--- src/design/gfr_pkg.sv ---
`default_nettype none
package gfr_pkg;

  // default geometry, handed to the top level parameters
  localparam int DISPLAY_WIDTH_DEF  = 128;
  localparam int DISPLAY_HEIGHT_DEF = 64;
  localparam int MAX_SCALE_DEF      = 4;

  localparam int GLYPH_W   = 4;
  localparam int GLYPH_H   = 6;
  localparam int GLYPH_ADV = 5;
  localparam int FONT_SLOTS = 45;

  // item modes
  localparam logic [1:0] MODE_DRAW  = 2'd0;
  localparam logic [1:0] MODE_CLEAR = 2'd1;
  localparam logic [1:0] MODE_READ  = 2'd2;
  localparam logic [1:0] MODE_NONE  = 2'd3;

  // one glyph per entry, top row in the high nibble, leftmost pixel in the nibble MSB
  // slot 0 blank, 1..10 digits, 11..36 letters, 37..44 punctuation
  localparam logic [23:0] FONT_ROM [FONT_SLOTS] = '{
    24'h000000,
    24'h699996, 24'h262227, 24'h69124F, 24'hE16196, 24'h26AF22,
    24'hF8E196, 24'h68E996, 24'hF12444, 24'h696996, 24'h699716,
    24'h699F99, 24'hE9E99E, 24'h788887, 24'hE9999E, 24'hF8E88F,
    24'hF8E888, 24'h788B97, 24'h99F999, 24'h722227, 24'h111196,
    24'h9ACA99, 24'h88888F, 24'h9FF999, 24'h9DFB99, 24'h699996,
    24'hE99E88, 24'h6999B7, 24'hE99EA9, 24'h78611E, 24'hF22222,
    24'h999996, 24'h999966, 24'h999FF9, 24'h996699, 24'h996222,
    24'hF1248F,
    24'h000F00, 24'h000006, 24'h000024, 24'h060060, 24'h112244,
    24'h00000F, 24'h002F20, 24'h912892
  };

  // character code to font slot; lower case folds to upper, unknown codes go blank
  function automatic logic [5:0] glyph_slot(input logic [7:0] c);
    logic [7:0] u;
    logic [5:0] slot;
    u = (c >= 8'h61 && c <= 8'h7A) ? c - 8'h20 : c;
    if (c >= 8'h30 && c <= 8'h39) begin
      slot = 6'd1 + 6'(c - 8'h30);
    end else if (u >= 8'h41 && u <= 8'h5A) begin
      slot = 6'd11 + 6'(u - 8'h41);
    end else begin
      unique case (c)
        8'h2D:   slot = 6'd37;
        8'h2E:   slot = 6'd38;
        8'h2C:   slot = 6'd39;
        8'h3A:   slot = 6'd40;
        8'h2F:   slot = 6'd41;
        8'h5F:   slot = 6'd42;
        8'h2B:   slot = 6'd43;
        8'h25:   slot = 6'd44;
        default: slot = 6'd0;
      endcase
    end
    return slot;
  endfunction

  typedef struct packed {
    logic take;       // input ready
    logic clr_step;   // write zero at the sweep address, advance sweep
    logic draw_init;  // load column/page counters
    logic draw_step;  // read one (column, page) byte, advance counters
    logic rd_item;    // read the byte of a read item
    logic res_load;   // capture the result into the output register
  } ctl_cmd_t;

  typedef struct packed {
    logic       in_valid;
    logic [1:0] in_mode;
    logic       fit;
    logic       draw_none;
    logic       draw_last;
    logic       clr_last;
    logic       out_free;
  } ctl_sts_t;

endpackage
`default_nettype wire

--- src/design/gfr_ctrl.sv ---
`default_nettype none
module gfr_ctrl (
  input  logic              clk,
  input  logic              rst_n,
  input  gfr_pkg::ctl_sts_t sts,
  output gfr_pkg::ctl_cmd_t cmd
);
  import gfr_pkg::*;

  localparam logic [2:0] S_INIT  = 3'd0;
  localparam logic [2:0] S_IDLE  = 3'd1;
  localparam logic [2:0] S_CLR   = 3'd2;
  localparam logic [2:0] S_DSET  = 3'd3;
  localparam logic [2:0] S_DRAW  = 3'd4;
  localparam logic [2:0] S_DRAIN = 3'd5;
  localparam logic [2:0] S_READ  = 3'd6;
  localparam logic [2:0] S_FIN   = 3'd7;

  logic [2:0] state_r;
  logic [2:0] state_nxt;

  always_comb begin
    cmd       = '0;
    state_nxt = state_r;
    unique case (state_r)
      S_INIT: begin
        cmd.clr_step = 1'b1;
        if (sts.clr_last) state_nxt = S_IDLE;
      end
      S_IDLE: begin
        cmd.take = 1'b1;
        if (sts.in_valid) begin
          unique case (sts.in_mode)
            MODE_DRAW:  state_nxt = S_DSET;
            MODE_CLEAR: state_nxt = S_CLR;
            MODE_READ:  state_nxt = S_READ;
            MODE_NONE:  state_nxt = S_FIN;
          endcase
        end
      end
      S_CLR: begin
        cmd.clr_step = 1'b1;
        if (sts.clr_last) state_nxt = S_FIN;
      end
      S_DSET: begin
        if (!sts.fit || sts.draw_none) begin
          state_nxt = S_FIN;
        end else begin
          cmd.draw_init = 1'b1;
          state_nxt     = S_DRAW;
        end
      end
      S_DRAW: begin
        cmd.draw_step = 1'b1;
        if (sts.draw_last) state_nxt = S_DRAIN;
      end
      S_DRAIN: state_nxt = S_FIN;   // last write-back lands here
      S_READ: begin
        cmd.rd_item = 1'b1;
        state_nxt   = S_FIN;
      end
      S_FIN: begin
        if (sts.out_free) begin
          cmd.res_load = 1'b1;
          state_nxt    = S_IDLE;
        end
      end
    endcase
  end

  always_ff @(posedge clk) begin
    if (!rst_n) begin
      state_r <= S_INIT;
    end else begin
      state_r <= state_nxt;
    end
  end

`ifndef SYNTHESIS
  a_accept_leaves_idle: assert property (@(posedge clk) disable iff (!rst_n)
    (state_r == S_IDLE && sts.in_valid) |=> (state_r != S_IDLE))
    else $error("accepted item did not start work");
`endif

endmodule
`default_nettype wire

--- config.mk ---
export PLATFORM = sky130hd
export DESIGN_NAME = gfr_ctrl
export DESIGN_NICKNAME = d
export VERILOG_FILES = /design/src/design/gfr_pkg.sv /design/src/design/gfr_ctrl.sv
export SDC_FILE = /design/constraint.sdc
export NUM_CORES = 1
export LEC_CHECK = 0
export ABC_AREA = 1
export ABC_CLOCK_PERIOD_IN_PS = 1100
export BUFFER_PORTS_ARGS = -buffer_cell sky130_fd_sc_hd__buf_2
export CORE_AREA = 8 8 45 47
export DETAILED_ROUTE_END_ITERATION = 10
export DIE_AREA = 0 0 53 55
export PLACE_DENSITY = 0.41
export SLEW_MARGIN = 20
export SYNTH_ARGS = -nofsm -noshare
export SYNTH_HDL_FRONTEND = slang
export SYNTH_SLANG_ARGS = --single-unit
--- constraint.sdc ---
create_clock -name clk -period 1.1 [get_ports clk]
set_input_delay 0.11 -clock clk [delete_from_list [all_inputs] [get_ports clk]]
set_output_delay 0.11 -clock clk [all_outputs]
set_load 0.02 [all_outputs]
==> flow_summary.toml <==
[global_routing]
grt_max_degree = 7
first_global_vias = 349
grt_first_pass_wirelength_um = 1390
globalRouteOverflowTotal = 0
grt_util_all_layers = 0.0661
antenna_violations_before_repair = 0

[power_and_ir_drop]
comb_power_share = 0.565
leakage_nw = 0.307
total_power_uw = 928
clock_power_share = 0.203
powerDensity_nw_per_um2 = 1690
fraction_of_power_spent_switching_nets = 0.424
power.switching_uw = 394
share_seq_of_total_power = 0.232
power_report.internal_total_uw = 534
vdd.ir_drop.worst_uv = 756

[drt]
mean_routed_wirelength_per_cell_um = 9.93
drt_drc_violations_left = 0
route.vias.total = 372
vias_per_cell = 4.09
drt-initial-drc-count = 6
wirelength_um = 904
detailedRoute.firstPassIterationCount = 2
ant_nets = 0

[sta]
final_min_period_over_clock_period = 1.04
timing_max_transition_violations_final = 0
worst_slack_ps = -41.9
final-setup-viol-count = 4
maxClockFrequency_mhz = 876
period_minus_slack_ps = 1140
timing_worst_slew_pin_value_ps = 209
skew_final_ps = 1.84
grt_setup_unrepaired = "true"
hold_violations = 0
finalSetupTns_ps = -89.3
worst_slew_margin_rel = 0.859

[final_layout]
final_cell_count_no_fill = 91
fraction_of_layout_cells_with_a_size_suffix_above_1 = 0.573
antenna_cells = 0
top_regs = "state_r x3"
largest_register_ff_count = 3
finished_core_util = 0.398
area_growth_pct = 93.0
fin_nets = 88
largest-register = "state_r"

[critical_path]
worst_ep_arrival_time_ps = 1030
ff2ff_path_depth = 7
setup.worst_path.end_class = "output pin"
cpLargestDelayFamily = "flip-flops"
timing.critical_path.from_type = "register"
timing.critical_path.fanout_max = 5
critical_path.max_stage_delay_ps = 380
critical_path_buf_inv_count = 1
rr_endpoint = "state_r[0]$_SDFFE_PN0P_"
r2r_slack_ps = 10
timing.critical_path.slowest_stage_cell = "sky130_fd_sc_hd__dfxtp_4"
worstReg2RegStart = "state_r[0]$_SDFFE_PN0P_"
critPathRequiredTime_ps = 990
criticalPathCategory = "reg2out"
timing.critical_path.cells = "nand3_1 -> nor2_1 -> buf_2"

[synth]
synth_top_cell_area_share = 0.211
post_synth_net_total = 62
yosys_warnings = 0
syn_inst = 50
synthMostInstantiatedCell = "sky130_fd_sc_hd__nand2_1"
synthesis.area_um2 = 285
synth_top_cells_by_area = "sky130_fd_sc_hd__dfxtp_1 (21%), sky130_fd_sc_hd__nand2_1 (14%), sky130_fd_sc_hd__inv_1 (12%), sky130_fd_sc_hd__nor2_1 (12%), sky130_fd_sc_hd__ha_1 (8.8%)"
number_of_enable_type_register_cells_in_the_synthesized_netlist = 0
yosysUniqueCellTypes = 13
synth.yosys.seq_area_share = 0.211
synthArstFlopShare = 0
synth.top_cells.by_count = "sky130_fd_sc_hd__nand2_1 (11), sky130_fd_sc_hd__inv_1 (9), sky130_fd_sc_hd__nor2_1 (9)"
ys_dominant_reg_cell = "sky130_fd_sc_hd__dfxtp_1"
synth.ff_latch_count = 3
post_synth.cell_area_avg_um2 = 5.71
synth_top_cell_by_area = "sky130_fd_sc_hd__dfxtp_1"

[clock_network]
cts-root-to-sink-buffers = 2
tritoncts = "done"
clock_latency_ps = 230
clock_sinks = 3
worst_setup_hold_path_clk_slew_ps = 40
htreeDepth = 1
cts-buffers-inserted = 3
clockRootBuffer = "sky130_fd_sc_hd__clkbuf_4"
cts-hold-fix-buffers = 0

[floorplanning]
rows = 14
effective_utilization_at_floorplan = 0.206
die-height_um = 55
fp.coreArea_um2 = 1380
design.die.area_um2 = 2920
pin_count = 16
dieWidth_um = 53

[worst_hold_path]
hold-path-endpoint = "state_r[1]$_SDFFE_PN0P_"
hold_critical_path_depth = 3
hold_path.class = "in2reg"
holdCritStartpoint = "rst_n"

[place]
place.detailed.hpwl_um = 687
cell_total_after_placement = 84
place.gp.congestion = 0.693
place.port_buffers = 15

[job]
timing.max_cap.violations = 0

[status]
run_status = "finished, violations left"
violations = "negative setup slack"
## power groups by stage
stage	clock (mW)	sequential, mW	combinational [mW]
floorplan	0	0.181	0.238
global placement	0	0.182	0.380
detailed placement	0	0.184	0.374
CTS	0.197	0.206	0.427
global route	0.216	0.224	0.577
finish	0.188	0.216	0.524
## tightest hold or removal path, cell delays in order
cell and delay, ps:
sky130_fd_sc_hd__buf_2 110, sky130_fd_sc_hd__nand2_1 60, sky130_fd_sc_hd__nor2_1 30
## repair_timing
action,CTS,global route
endpoints found under the setup margin,6,9
gates cloned,0,0
pin swaps,2,9
endpoints found under the hold margin,0,0
setup buffers,2,1
gates resized for setup,16,13
## logic make-up (layout without fill, tap and decap cells)
| family | Yosys count | in the layout | share of synthesized area |
|---|---|---|---|
| DFF | 3 | 3 | 0.211 |
| and+or+nand+nor | 30 | 30 | 0.487 |
| adders and majority gates | 2 | 2 | 0.0877 |
| AOI/OAI and AO/OA | 4 | 4 | 0.0702 |
| buffers and inverters | 11 | 36 | 0.145 |
## layout make-up
cell class | count | area, um^2
timing repair buffer | 21 | 151
inverter | 11 | 41.3
clock buffer | 4 | 26.3
fill | 154 | 833
multi-input combinational | 36 | 240
tap | 16 | 20.0
sequential | 3 | 71.3
## per-stage QoR
step           hold WS [ps]  cell area, um^2  worst slack [ps]
6_report                115              551             -41.9
3_5_place_dp            362              412              9.36
3_3_place_gp            366              412              4.93
4_1_cts                 109              494             -37.4
5_1_grt                 111              551             -98.9
2_1_floorplan           231              294             -27.3
## how the worst max path moves through the flow
stage,startpoint,to,slack (ps),cells past startpoint
final,state_r[1]$_SDFFE_PN0P_,cmd[0],-40,3
after CTS,state_r[0]$_SDFFE_PN0P_,cmd[0],-40,3
after global routing,state_r[0]$_SDFFE_PN0P_,cmd[0],-100,3
after detailed placement,state_r[2]$_SDFFE_PN0P_,state_r[0]$_SDFFE_PN0P_,9,8
after global placement,state_r[2]$_SDFFE_PN0P_,state_r[2]$_SDFFE_PN0P_,5,7
after floorplan,state_r[2]$_SDFFE_PN0P_,cmd[1],-30,2
## per-layer routing
layer,GRT usage,vias to the layer above,part of all wire
met4,0.0647,0,0
met1,0.0744,158,0.47
li1,-,204,-
met2,0.0898,10,0.47
met5,0,-,0
met3,0.0294,0,0.060
## cells in the final DEF, fill, tap and decap left out
cell                       instances
sky130_fd_sc_hd__buf_2            10
sky130_fd_sc_hd__nand2_1           9
sky130_fd_sc_hd__inv_1             7
sky130_fd_sc_hd__nor2_1            7
sky130_fd_sc_hd__buf_4             6
sky130_fd_sc_hd__buf_6             5
sky130_fd_sc_hd__inv_2             4
sky130_fd_sc_hd__nand3_1           4
sky130_fd_sc_hd__nor2_4            3
sky130_fd_sc_hd__clkbuf_4          3
sky130_fd_sc_hd__dfxtp_4           3
sky130_fd_sc_hd__nor2_2            2
sky130_fd_sc_hd__a21oi_2           2
sky130_fd_sc_hd__o21ai_0           2
sky130_fd_sc_hd__ha_1              2
sky130_fd_sc_hd__nand3_4           1
sky130_fd_sc_hd__nor3_2            1
sky130_fd_sc_hd__nand2_4           1
sky130_fd_sc_hd__nor3_4            1
sky130_fd_sc_hd__nand2_2           1
sky130_fd_sc_hd__clkbuf_1          1
(Power assumes the default switching activity.)
